[src/rtl/pgr_pkg.sv]
// ---------------------------------------------------------------------------
// pgr_pkg
// shared types and constants of the playback gain ramp stage
// ---------------------------------------------------------------------------
`default_nettype none

package pgr_pkg;

    localparam int SAMPLE_BITS = 16;
    localparam int GAIN_BITS   = 17;
    localparam int COUNT_BITS  = 32;
    localparam int MAX_BLOCK   = 4096;
    localparam int BLOCK_BITS  = $clog2(MAX_BLOCK + 1);

    localparam int APB_DATA_BITS = 32;
    localparam int APB_ADDR_BITS = 3;

    localparam logic [GAIN_BITS-1:0]  UNITY_GAIN = GAIN_BITS'(65536);
    localparam logic [GAIN_BITS-1:0]  MIN_STEP   = GAIN_BITS'(1);
    localparam logic [COUNT_BITS-1:0] COUNT_MAX  = '1;
    localparam logic [BLOCK_BITS-1:0] BLOCK_MAX  = BLOCK_BITS'(MAX_BLOCK);

    // register indexes
    localparam logic REG_TARGET_GAIN = 1'b0;
    localparam logic REG_GAIN_STEP   = 1'b1;

    typedef logic signed [SAMPLE_BITS-1:0] sample_t;
    typedef logic [GAIN_BITS-1:0]          gain_t;
    typedef logic [COUNT_BITS-1:0]         count_t;
    typedef logic [BLOCK_BITS-1:0]         block_cnt_t;

    // per-frame control flags
    typedef struct packed {
        logic present;
        logic ended;
        logic last;
        logic empty;
    } frame_flags_t;

    // statistics after a frame
    typedef struct packed {
        count_t underrun;
        count_t missing;
        count_t rendered;
        logic   done;
    } stats_t;

endpackage

`default_nettype wire

[src/rtl/pgr_gain_ramp.sv]
// ---------------------------------------------------------------------------
// pgr_gain_ramp
// running gain register, steps toward the target once per frame
// ---------------------------------------------------------------------------
`default_nettype none

module pgr_gain_ramp (
    input  wire logic          clk,
    input  wire logic          rst_n,
    input  wire pgr_pkg::gain_t target_gain,
    input  wire pgr_pkg::gain_t gain_step,
    input  wire logic          advance,
    output pgr_pkg::gain_t     gain_applied
);

    pgr_pkg::gain_t running_gain_reg;
    pgr_pkg::gain_t running_gain_next;
    pgr_pkg::gain_t tgt;
    pgr_pkg::gain_t step;
    pgr_pkg::gain_t diff;

    always_comb
    begin
        tgt  = (target_gain > pgr_pkg::UNITY_GAIN) ? pgr_pkg::UNITY_GAIN : target_gain;
        step = (gain_step == '0) ? pgr_pkg::MIN_STEP : gain_step;
        diff = '0;
        gain_applied = running_gain_reg;
        if (running_gain_reg < tgt)
        begin
            diff = tgt - running_gain_reg;
            gain_applied = (diff <= step) ? tgt : running_gain_reg + step;
        end
        else if (running_gain_reg > tgt)
        begin
            diff = running_gain_reg - tgt;
            gain_applied = (diff <= step) ? tgt : running_gain_reg - step;
        end
        running_gain_next = advance ? gain_applied : running_gain_reg;
    end

    always_ff @(posedge clk or negedge rst_n)
    begin
        if (!rst_n)
        begin
            running_gain_reg <= pgr_pkg::UNITY_GAIN;
        end
        else
        begin
            running_gain_reg <= running_gain_next;
        end
    end

endmodule

`default_nettype wire

[src/rtl/pgr_scale.sv]
// ---------------------------------------------------------------------------
// pgr_scale
// one sample times the q1.16 gain, floor shift by 16
// ---------------------------------------------------------------------------
`default_nettype none

module pgr_scale (
    input  wire pgr_pkg::sample_t sample,
    input  wire logic             present,
    input  wire pgr_pkg::gain_t   gain,
    output pgr_pkg::sample_t      scaled
);

    localparam int PROD_BITS = pgr_pkg::SAMPLE_BITS + pgr_pkg::GAIN_BITS + 1;

    logic signed [PROD_BITS-1:0] product;

    always_comb
    begin
        product = PROD_BITS'(sample * $signed({1'b0, gain}));
        // arithmetic shift keeps floor rounding
        scaled  = present ? product[pgr_pkg::SAMPLE_BITS+15:16] : '0;
    end

endmodule

`default_nettype wire

[src/rtl/pgr_stats.sv]
// ---------------------------------------------------------------------------
// pgr_stats
// block missing count, saturating totals and the sticky done flag
// ---------------------------------------------------------------------------
`default_nettype none

module pgr_stats (
    input  wire logic                  clk,
    input  wire logic                  rst_n,
    input  wire pgr_pkg::frame_flags_t flags,
    input  wire logic                  advance,
    output pgr_pkg::stats_t            stats_after
);

    pgr_pkg::block_cnt_t block_missing_reg;
    pgr_pkg::block_cnt_t block_missing_next;
    pgr_pkg::stats_t     stats_reg;
    pgr_pkg::block_cnt_t bm_frame;
    logic [pgr_pkg::COUNT_BITS:0] miss_sum;

    always_comb
    begin
        bm_frame = block_missing_reg;
        if (!flags.present && (block_missing_reg < pgr_pkg::BLOCK_MAX))
        begin
            bm_frame = block_missing_reg + 1'b1;
        end

        miss_sum = {1'b0, stats_reg.missing}
                 + (pgr_pkg::COUNT_BITS + 1)'(bm_frame);

        stats_after = stats_reg;
        stats_after.rendered = (stats_reg.rendered == pgr_pkg::COUNT_MAX)
                             ? pgr_pkg::COUNT_MAX : stats_reg.rendered + 1'b1;
        block_missing_next = bm_frame;

        if (flags.last)
        begin
            if ((bm_frame != '0) && !flags.ended)
            begin
                stats_after.underrun = (stats_reg.underrun == pgr_pkg::COUNT_MAX)
                                     ? pgr_pkg::COUNT_MAX : stats_reg.underrun + 1'b1;
                stats_after.missing  = miss_sum[pgr_pkg::COUNT_BITS]
                                     ? pgr_pkg::COUNT_MAX
                                     : miss_sum[pgr_pkg::COUNT_BITS-1:0];
            end
            block_missing_next = '0;
            if (flags.ended && flags.empty)
            begin
                stats_after.done = 1'b1;
            end
        end
    end

    always_ff @(posedge clk or negedge rst_n)
    begin
        if (!rst_n)
        begin
            block_missing_reg <= '0;
            stats_reg         <= '0;
        end
        else if (advance)
        begin
            block_missing_reg <= block_missing_next;
            stats_reg         <= stats_after;
        end
    end

endmodule

`default_nettype wire

[src/rtl/playback_gain_ramp_stage.sv]
// ---------------------------------------------------------------------------
// playback_gain_ramp_stage
// player output stage: gain ramp, sample scaling and underrun statistics
// ---------------------------------------------------------------------------
// One stereo frame per beat. A beat taken on the input lands in an input
// register; when the result register is free, the running gain steps toward
// target_gain (clamped there), both samples are multiplied by it with a floor
// shift of 16, the counters update, and all of it is captured in the result
// register. The sustained rate is one frame per cycle while out_stall stays
// low, set by the single gain step plus 16x17 multiply between the two
// registers. The input keeps accepting while a result waits: in_stall
// rises only when both registers are full and out_stall is high.
// Missing frames (frame_present low) come out as silence but still step the
// gain and count as rendered. Registers: target_gain at address 0, gain_step
// at address 4, both 17 bits; write them only while the stage is empty.
// ---------------------------------------------------------------------------
`default_nettype none

module playback_gain_ramp_stage (
    input  wire logic                                 clk,
    input  wire logic                                 rst_n,

    // apb configuration port
    input  wire logic                                 psel,
    input  wire logic                                 penable,
    input  wire logic                                 pwrite,
    input  wire logic [pgr_pkg::APB_ADDR_BITS-1:0]    paddr,
    input  wire logic [pgr_pkg::APB_DATA_BITS-1:0]    pwdata,
    output logic      [pgr_pkg::APB_DATA_BITS-1:0]    prdata,
    output logic                                      pready,

    // input frame channel
    input  wire logic                                 in_valid,
    output logic                                      in_stall,
    input  wire pgr_pkg::sample_t                     sample_ch0,
    input  wire pgr_pkg::sample_t                     sample_ch1,
    input  wire logic                                 frame_present,
    input  wire logic                                 source_ended,
    input  wire logic                                 block_last,
    input  wire logic                                 buffer_empty,

    // result channel
    output logic                                      out_valid,
    input  wire logic                                 out_stall,
    output pgr_pkg::sample_t                          out_ch0,
    output pgr_pkg::sample_t                          out_ch1,
    output pgr_pkg::gain_t                            gain_now,
    output pgr_pkg::count_t                           underrun_total,
    output pgr_pkg::count_t                           missing_total,
    output pgr_pkg::count_t                           rendered_total,
    output logic                                      playback_done
);

    // config registers
    pgr_pkg::gain_t target_gain_reg;
    pgr_pkg::gain_t gain_step_reg;
    logic           cfg_write;

    // input register
    logic                  in_valid_reg;
    pgr_pkg::sample_t      in_ch0_reg;
    pgr_pkg::sample_t      in_ch1_reg;
    pgr_pkg::frame_flags_t in_flags_reg;

    // result register
    logic             out_valid_reg;
    pgr_pkg::sample_t out_ch0_reg;
    pgr_pkg::sample_t out_ch1_reg;
    pgr_pkg::gain_t   gain_now_reg;
    pgr_pkg::stats_t  stats_out_reg;

    // datapath between the registers
    logic             out_free;
    logic             advance;
    logic             in_take;
    pgr_pkg::gain_t   gain_applied;
    pgr_pkg::sample_t scaled_ch0;
    pgr_pkg::sample_t scaled_ch1;
    pgr_pkg::stats_t  stats_after;

    // ------------------------------------------------------------------
    // apb: always ready, byte address picks the register
    // ------------------------------------------------------------------
    assign pready    = 1'b1;
    assign cfg_write = psel && penable && pwrite && pready;

    always_comb
    begin
        case (paddr[2])
            pgr_pkg::REG_TARGET_GAIN:
                prdata = pgr_pkg::APB_DATA_BITS'(target_gain_reg);
            pgr_pkg::REG_GAIN_STEP:
                prdata = pgr_pkg::APB_DATA_BITS'(gain_step_reg);
            default:
                prdata = '0;
        endcase
    end

    always_ff @(posedge clk or negedge rst_n)
    begin
        if (!rst_n)
        begin
            target_gain_reg <= pgr_pkg::UNITY_GAIN;
            gain_step_reg   <= pgr_pkg::UNITY_GAIN;
        end
        else if (cfg_write)
        begin
            case (paddr[2])
                pgr_pkg::REG_TARGET_GAIN:
                    target_gain_reg <= pwdata[pgr_pkg::GAIN_BITS-1:0];
                pgr_pkg::REG_GAIN_STEP:
                    gain_step_reg   <= pwdata[pgr_pkg::GAIN_BITS-1:0];
                default:
                begin
                end
            endcase
        end
    end

    // ------------------------------------------------------------------
    // handshake: result register frees when empty or its beat is taken,
    // the frame in the input register moves whenever the result is free
    // ------------------------------------------------------------------
    assign out_free = !out_valid_reg || !out_stall;
    assign advance  = in_valid_reg && out_free;
    assign in_stall = in_valid_reg && !out_free;
    assign in_take  = in_valid && !in_stall;

    always_ff @(posedge clk or negedge rst_n)
    begin
        if (!rst_n)
        begin
            in_valid_reg <= 1'b0;
        end
        else if (in_take)
        begin
            in_valid_reg <= 1'b1;
        end
        else if (advance)
        begin
            in_valid_reg <= 1'b0;
        end
    end

    always_ff @(posedge clk)
    begin
        if (in_take)
        begin
            in_ch0_reg   <= sample_ch0;
            in_ch1_reg   <= sample_ch1;
            in_flags_reg <= '{present: frame_present, ended: source_ended,
                              last: block_last, empty: buffer_empty};
        end
    end

    // ------------------------------------------------------------------
    // per-frame work
    // ------------------------------------------------------------------
    pgr_gain_ramp u_ramp (
        .clk          (clk),
        .rst_n        (rst_n),
        .target_gain  (target_gain_reg),
        .gain_step    (gain_step_reg),
        .advance      (advance),
        .gain_applied (gain_applied)
    );

    pgr_scale u_scale_ch0 (
        .sample  (in_ch0_reg),
        .present (in_flags_reg.present),
        .gain    (gain_applied),
        .scaled  (scaled_ch0)
    );

    pgr_scale u_scale_ch1 (
        .sample  (in_ch1_reg),
        .present (in_flags_reg.present),
        .gain    (gain_applied),
        .scaled  (scaled_ch1)
    );

    pgr_stats u_stats (
        .clk         (clk),
        .rst_n       (rst_n),
        .flags       (in_flags_reg),
        .advance     (advance),
        .stats_after (stats_after)
    );

    // ------------------------------------------------------------------
    // result register
    // ------------------------------------------------------------------
    always_ff @(posedge clk or negedge rst_n)
    begin
        if (!rst_n)
        begin
            out_valid_reg <= 1'b0;
        end
        else if (out_free)
        begin
            out_valid_reg <= in_valid_reg;
        end
    end

    always_ff @(posedge clk)
    begin
        if (advance)
        begin
            out_ch0_reg   <= scaled_ch0;
            out_ch1_reg   <= scaled_ch1;
            gain_now_reg  <= gain_applied;
            stats_out_reg <= stats_after;
        end
    end

    assign out_valid      = out_valid_reg;
    assign out_ch0        = out_ch0_reg;
    assign out_ch1        = out_ch1_reg;
    assign gain_now       = gain_now_reg;
    assign underrun_total = stats_out_reg.underrun;
    assign missing_total  = stats_out_reg.missing;
    assign rendered_total = stats_out_reg.rendered;
    assign playback_done  = stats_out_reg.done;

endmodule

`default_nettype wire

[config.mk]
export PLATFORM = sky130hd
export DESIGN_NAME = playback_gain_ramp_stage
export DESIGN_NICKNAME = d
export VERILOG_FILES = /design/src/rtl/pgr_pkg.sv /design/src/rtl/pgr_gain_ramp.sv /design/src/rtl/pgr_scale.sv /design/src/rtl/pgr_stats.sv /design/src/rtl/playback_gain_ramp_stage.sv
export SDC_FILE = /design/constraint.sdc
export NUM_CORES = 2
export LEC_CHECK = 0
export ABC_CLOCK_PERIOD_IN_PS = 16820
export BUFFER_PORTS_ARGS = -buffer_cell sky130_fd_sc_hd__buf_2
export CELL_PAD_IN_SITES_DETAIL_PLACEMENT = 1
export CELL_PAD_IN_SITES_GLOBAL_PLACEMENT = 1
export CORE_MARGIN = 2
export CORE_UTILIZATION = 49
export CTS_CLUSTER_DIAMETER = 120
export DETAILED_ROUTE_END_ITERATION = 8
export GPL_TIMING_DRIVEN = 0
export PLACE_DENSITY_LB_ADDON = 0.1
export SYNTH_ARGS = -nofsm -noshare
export SYNTH_HDL_FRONTEND = slang
export SYNTH_HIERARCHICAL = 1
export SYNTH_SLANG_ARGS = --single-unit
[constraint.sdc]
create_clock -name clk -period 16.82 [get_ports clk]
set_input_delay 3.364 -clock clk [delete_from_list [all_inputs] [get_ports clk]]
set_output_delay 3.364 -clock clk [all_outputs]
set_load 0.01 [all_outputs]
==> metrics.md <==
| Metric | Value |
|---|---|
| Outcome | completed |
| Vias in the first global route | roughly 35000 |
| Row count | ~100 |
| DR vias | 31900 |
| Hold Buf Count CTS | 0 |
| Crit-path slowest cell | nand2_1 |
| Yosys cell types | around 110 |
| Setup CP Type | reg -> reg |
| CP Data Required Time | roughly 17000 ps |
| Die Ht | 286 um |
| Max FFs per register | 97 |
| Utilization after layout | 55.1% |
| # IOs | about 260 |
| Core Region | 0.0787 mm^2 |
| Final setup viols | 0 |
| Unrepaired setup endpoints after global routing | false |
| Synth Instances | around 4200 |
| TritonCTS Buffers | 44 |
| Post-CTS Resized | 0 |
| HP Class | reg -> reg |
| Skew-Pair Late Insertion Delay | roughly 630 ps |
| Post-Synth Simple-Gate Area | between 15 and 20% |
| Largest family of logic cells by synthesized area | adder cells |
| Seq/Total Area, Yosys | roughly a quarter |
| EDFF count, synth | between 150 and 200 |
| Post-synthesis mux area share | approximately 3.3% |
| Maxcap violations | 0 |
| Slew headroom | a little under an eighth |
| Non-filler cells, final | 5546 |
| Clk sink count | 345 |
| Clock transition at path regs | about 60 ps |
| Final ANT Viol Nets | 0 |
| Synth Cell Area | ~0.039 mm^2 |
| Clock buffer depth | 3 |
| Clock Skews | between 60 and 70 ps |
| Area of placed instances | 0.0418 mm^2 |
| Initial Util | 49.4% |
| First-pass GRT wire length | approximately 200 mm |
| DRC | 0 |
| Layout area overhead | 11.6% |
| Post-CTS Setup Bufs | 0 |
| Slew @ Worst Pin | 1330 ps |
| Post-Synth XOR/XNOR Area | 3.09% |
| Synth Area in Compound Gates | 11.3% |
| DR pass1 iterations | 5 |
| GRT Resource Usage Total | 31.0% |
| CTS root buf | clkbuf_16 |
| Final Hold Vio Count | 0 |
| Period utilization | about 85% |
| Asr flop ratio synth | 47.2% |
| Fill count | about 9200 |
| Startpoint Class | flop |
| Commonest non-fill, non-tap cell in the layout | inv_1 |
| WP data arrival | approximately 15000 ps |
| Critical Path Fanout Max | 15 |
| Width of the die | about 290 um |
| YS warnings | 6 |
| Number of nets in the layout | 5291 |
| Critical Path Max Stage Delay | approximately 840 ps |
| Antenna violations before repair | 4 |
| Crit end category | flop |
| Placed insts | between 5000 and 6000 |
| Worst path bufs/invs | 9 |
| DR WL/cell | approximately 23 um |
| Half-perimeter wire length after placement | 97.1 mm |
| Syn avg cell area | about 9.4 um^2 |
| Largest delay contributor family on the critical path | compound AO/OA/AOI/OAI gates |
| CP most frequent cell | fa_1 |
| Synth Area in Adders | between 30 and 40% |
| Most frequent cells in the layout | inv_1 (609), nand2_1 (488), fa_1 (419), ha_1 (336), and2_1 (277) |
| Synth Register Bits | ~350 |
| Initial DRC count | 1710 |
| Die ar. | 0.0816 mm^2 |
| Final WL | between 100 and 150 mm |
| Largest net degree at the start of global routing | 94 |
| Grt total ovfl | 0 |
| Via/cell ratio | between 5 and 6 |
| Share of cells above drive strength 1 | between 10% and 20% |
| Synth Flop Type | edfxtp_1 |
| Gpl congestion | between 0.8 and 0.9 |
| Max Clock Freq | 0.0696 GHz |
| Max Slew Vio Count | 0 |
| Final Cell Area | around 0.043 mm^2 |
| Fin crit period | around 14000 ps |
| H-tree depth | 2 |
| CTS tree | built |
| Port-buffer cells | roughly 220 |
## kinds of logic (layout without fill, tap and decap cells)
| kind of cell | after synthesis | in the layout |
|---|---|---|
| compound gates | 674 | 674 |
| buf+inv | 834 | 1160 |
| xor+xnor | 137 | 137 |
| flops | 345 | 345 |
| mux | 114 | 114 |
| fa+ha+maj | 755 | 755 |
| simple gates | 1293 | 1293 |
| other cells | 2 | 18 |
## metal layers
| metal | GRT usage [%] | share of wire, % |
|---|---|---|
| met5 | 0 | 0 |
| met4 | 9.88 | 3.2 |
| met3 | 4.12 | 5.5 |
| met2 | 53.6 | 49 |
| met1 | 40.3 | 42 |
## worst paths after layout
check	start	to	slack (ps)	cells after the start
worst min-delay path	u_stats/stats_reg[23]$_DFFE_PN0P_	u_stats/stats_reg[23]$_DFFE_PN0P_	510	1
worst max-delay path	target_gain_reg[11]$_DFFE_PN0P_	out_ch1[15]$_DFFE_PP_	2440	42
min in group asynchronous	rst_n	u_stats/stats_reg[6]$_DFFE_PN0P_	2700	1
max in group asynchronous	rst_n	gain_step_reg[16]$_DFFE_PN1P_	13150	2
worst min register to register	u_stats/stats_reg[23]$_DFFE_PN0P_	u_stats/stats_reg[23]$_DFFE_PN0P_	510	1
worst max register to register	target_gain_reg[11]$_DFFE_PN0P_	out_ch1[15]$_DFFE_PP_	2440	42
## final cells by class
class / instances / area [um^2] / share of cell area, %
inverters: 613 / 2300 / 5.30
diodes: 2 / 5.00 / 0.0115
repair buffers: 244 / 1510 / 3.47
flip-flops and latches: 345 / 9550 / 22.0
plain buffers: 221 / 1010 / 2.32
clock inverters: 31 / 399 / 0.920
multi-input cells: 2989 / 26200 / 60.3
well taps: 1050 / 1310 / 3.03
clock buffers: 51 / 1150 / 2.64
## per-stage QoR
step	TNS, ps	hold WS, ps	worst slack [ps]
2_1_floorplan	0	443	1030
3_3_place_gp	-1309180	464	-6250
3_5_place_dp	0	487	2820
4_1_cts	0	512	2730
5_1_grt	0	538	1940
6_report	0	515	2440
## cells in the mapped netlist (all sizes together), types with 5 or more instances
master	count	area, um^2
nor3b	9	78.8
and2	279	1750
nand2	488	1830
o21bai	13	97.6
a211o	9	78.8
dfrtp	160	4000
o21a	12	90.1
and4	25	219
o211ai	30	240
nand4	49	328
nand3	61	305
o2bb2ai	9	78.8
a211oi	23	200
or2	15	93.8
a41oi	15	139
a2111oi	6	91.3
o21ai	121	613
a31o	8	70.1
nor4	15	100
a21o	49	369
nor2b	23	146
ha	336	4200
or4	5	37.5
clkbuf	161	606
a22o	5	43.8
a221oi	5	43.8
mux2	78	920
edfxtp	182	5470
fa	419	8390
xor2	45	394
a31oi	92	582
nor2	163	619
and3	48	307
o31a	6	52.6
inv	609	2290
buf	60	403
nor3	49	255
xnor2	92	806
nand2b	44	275
a21oi	212	1090
mux2i	36	360
o31ai	5	47.5
Power is not shown: default switching activity piles up to over one toggle a cycle in this logic, so the estimate is an artifact.
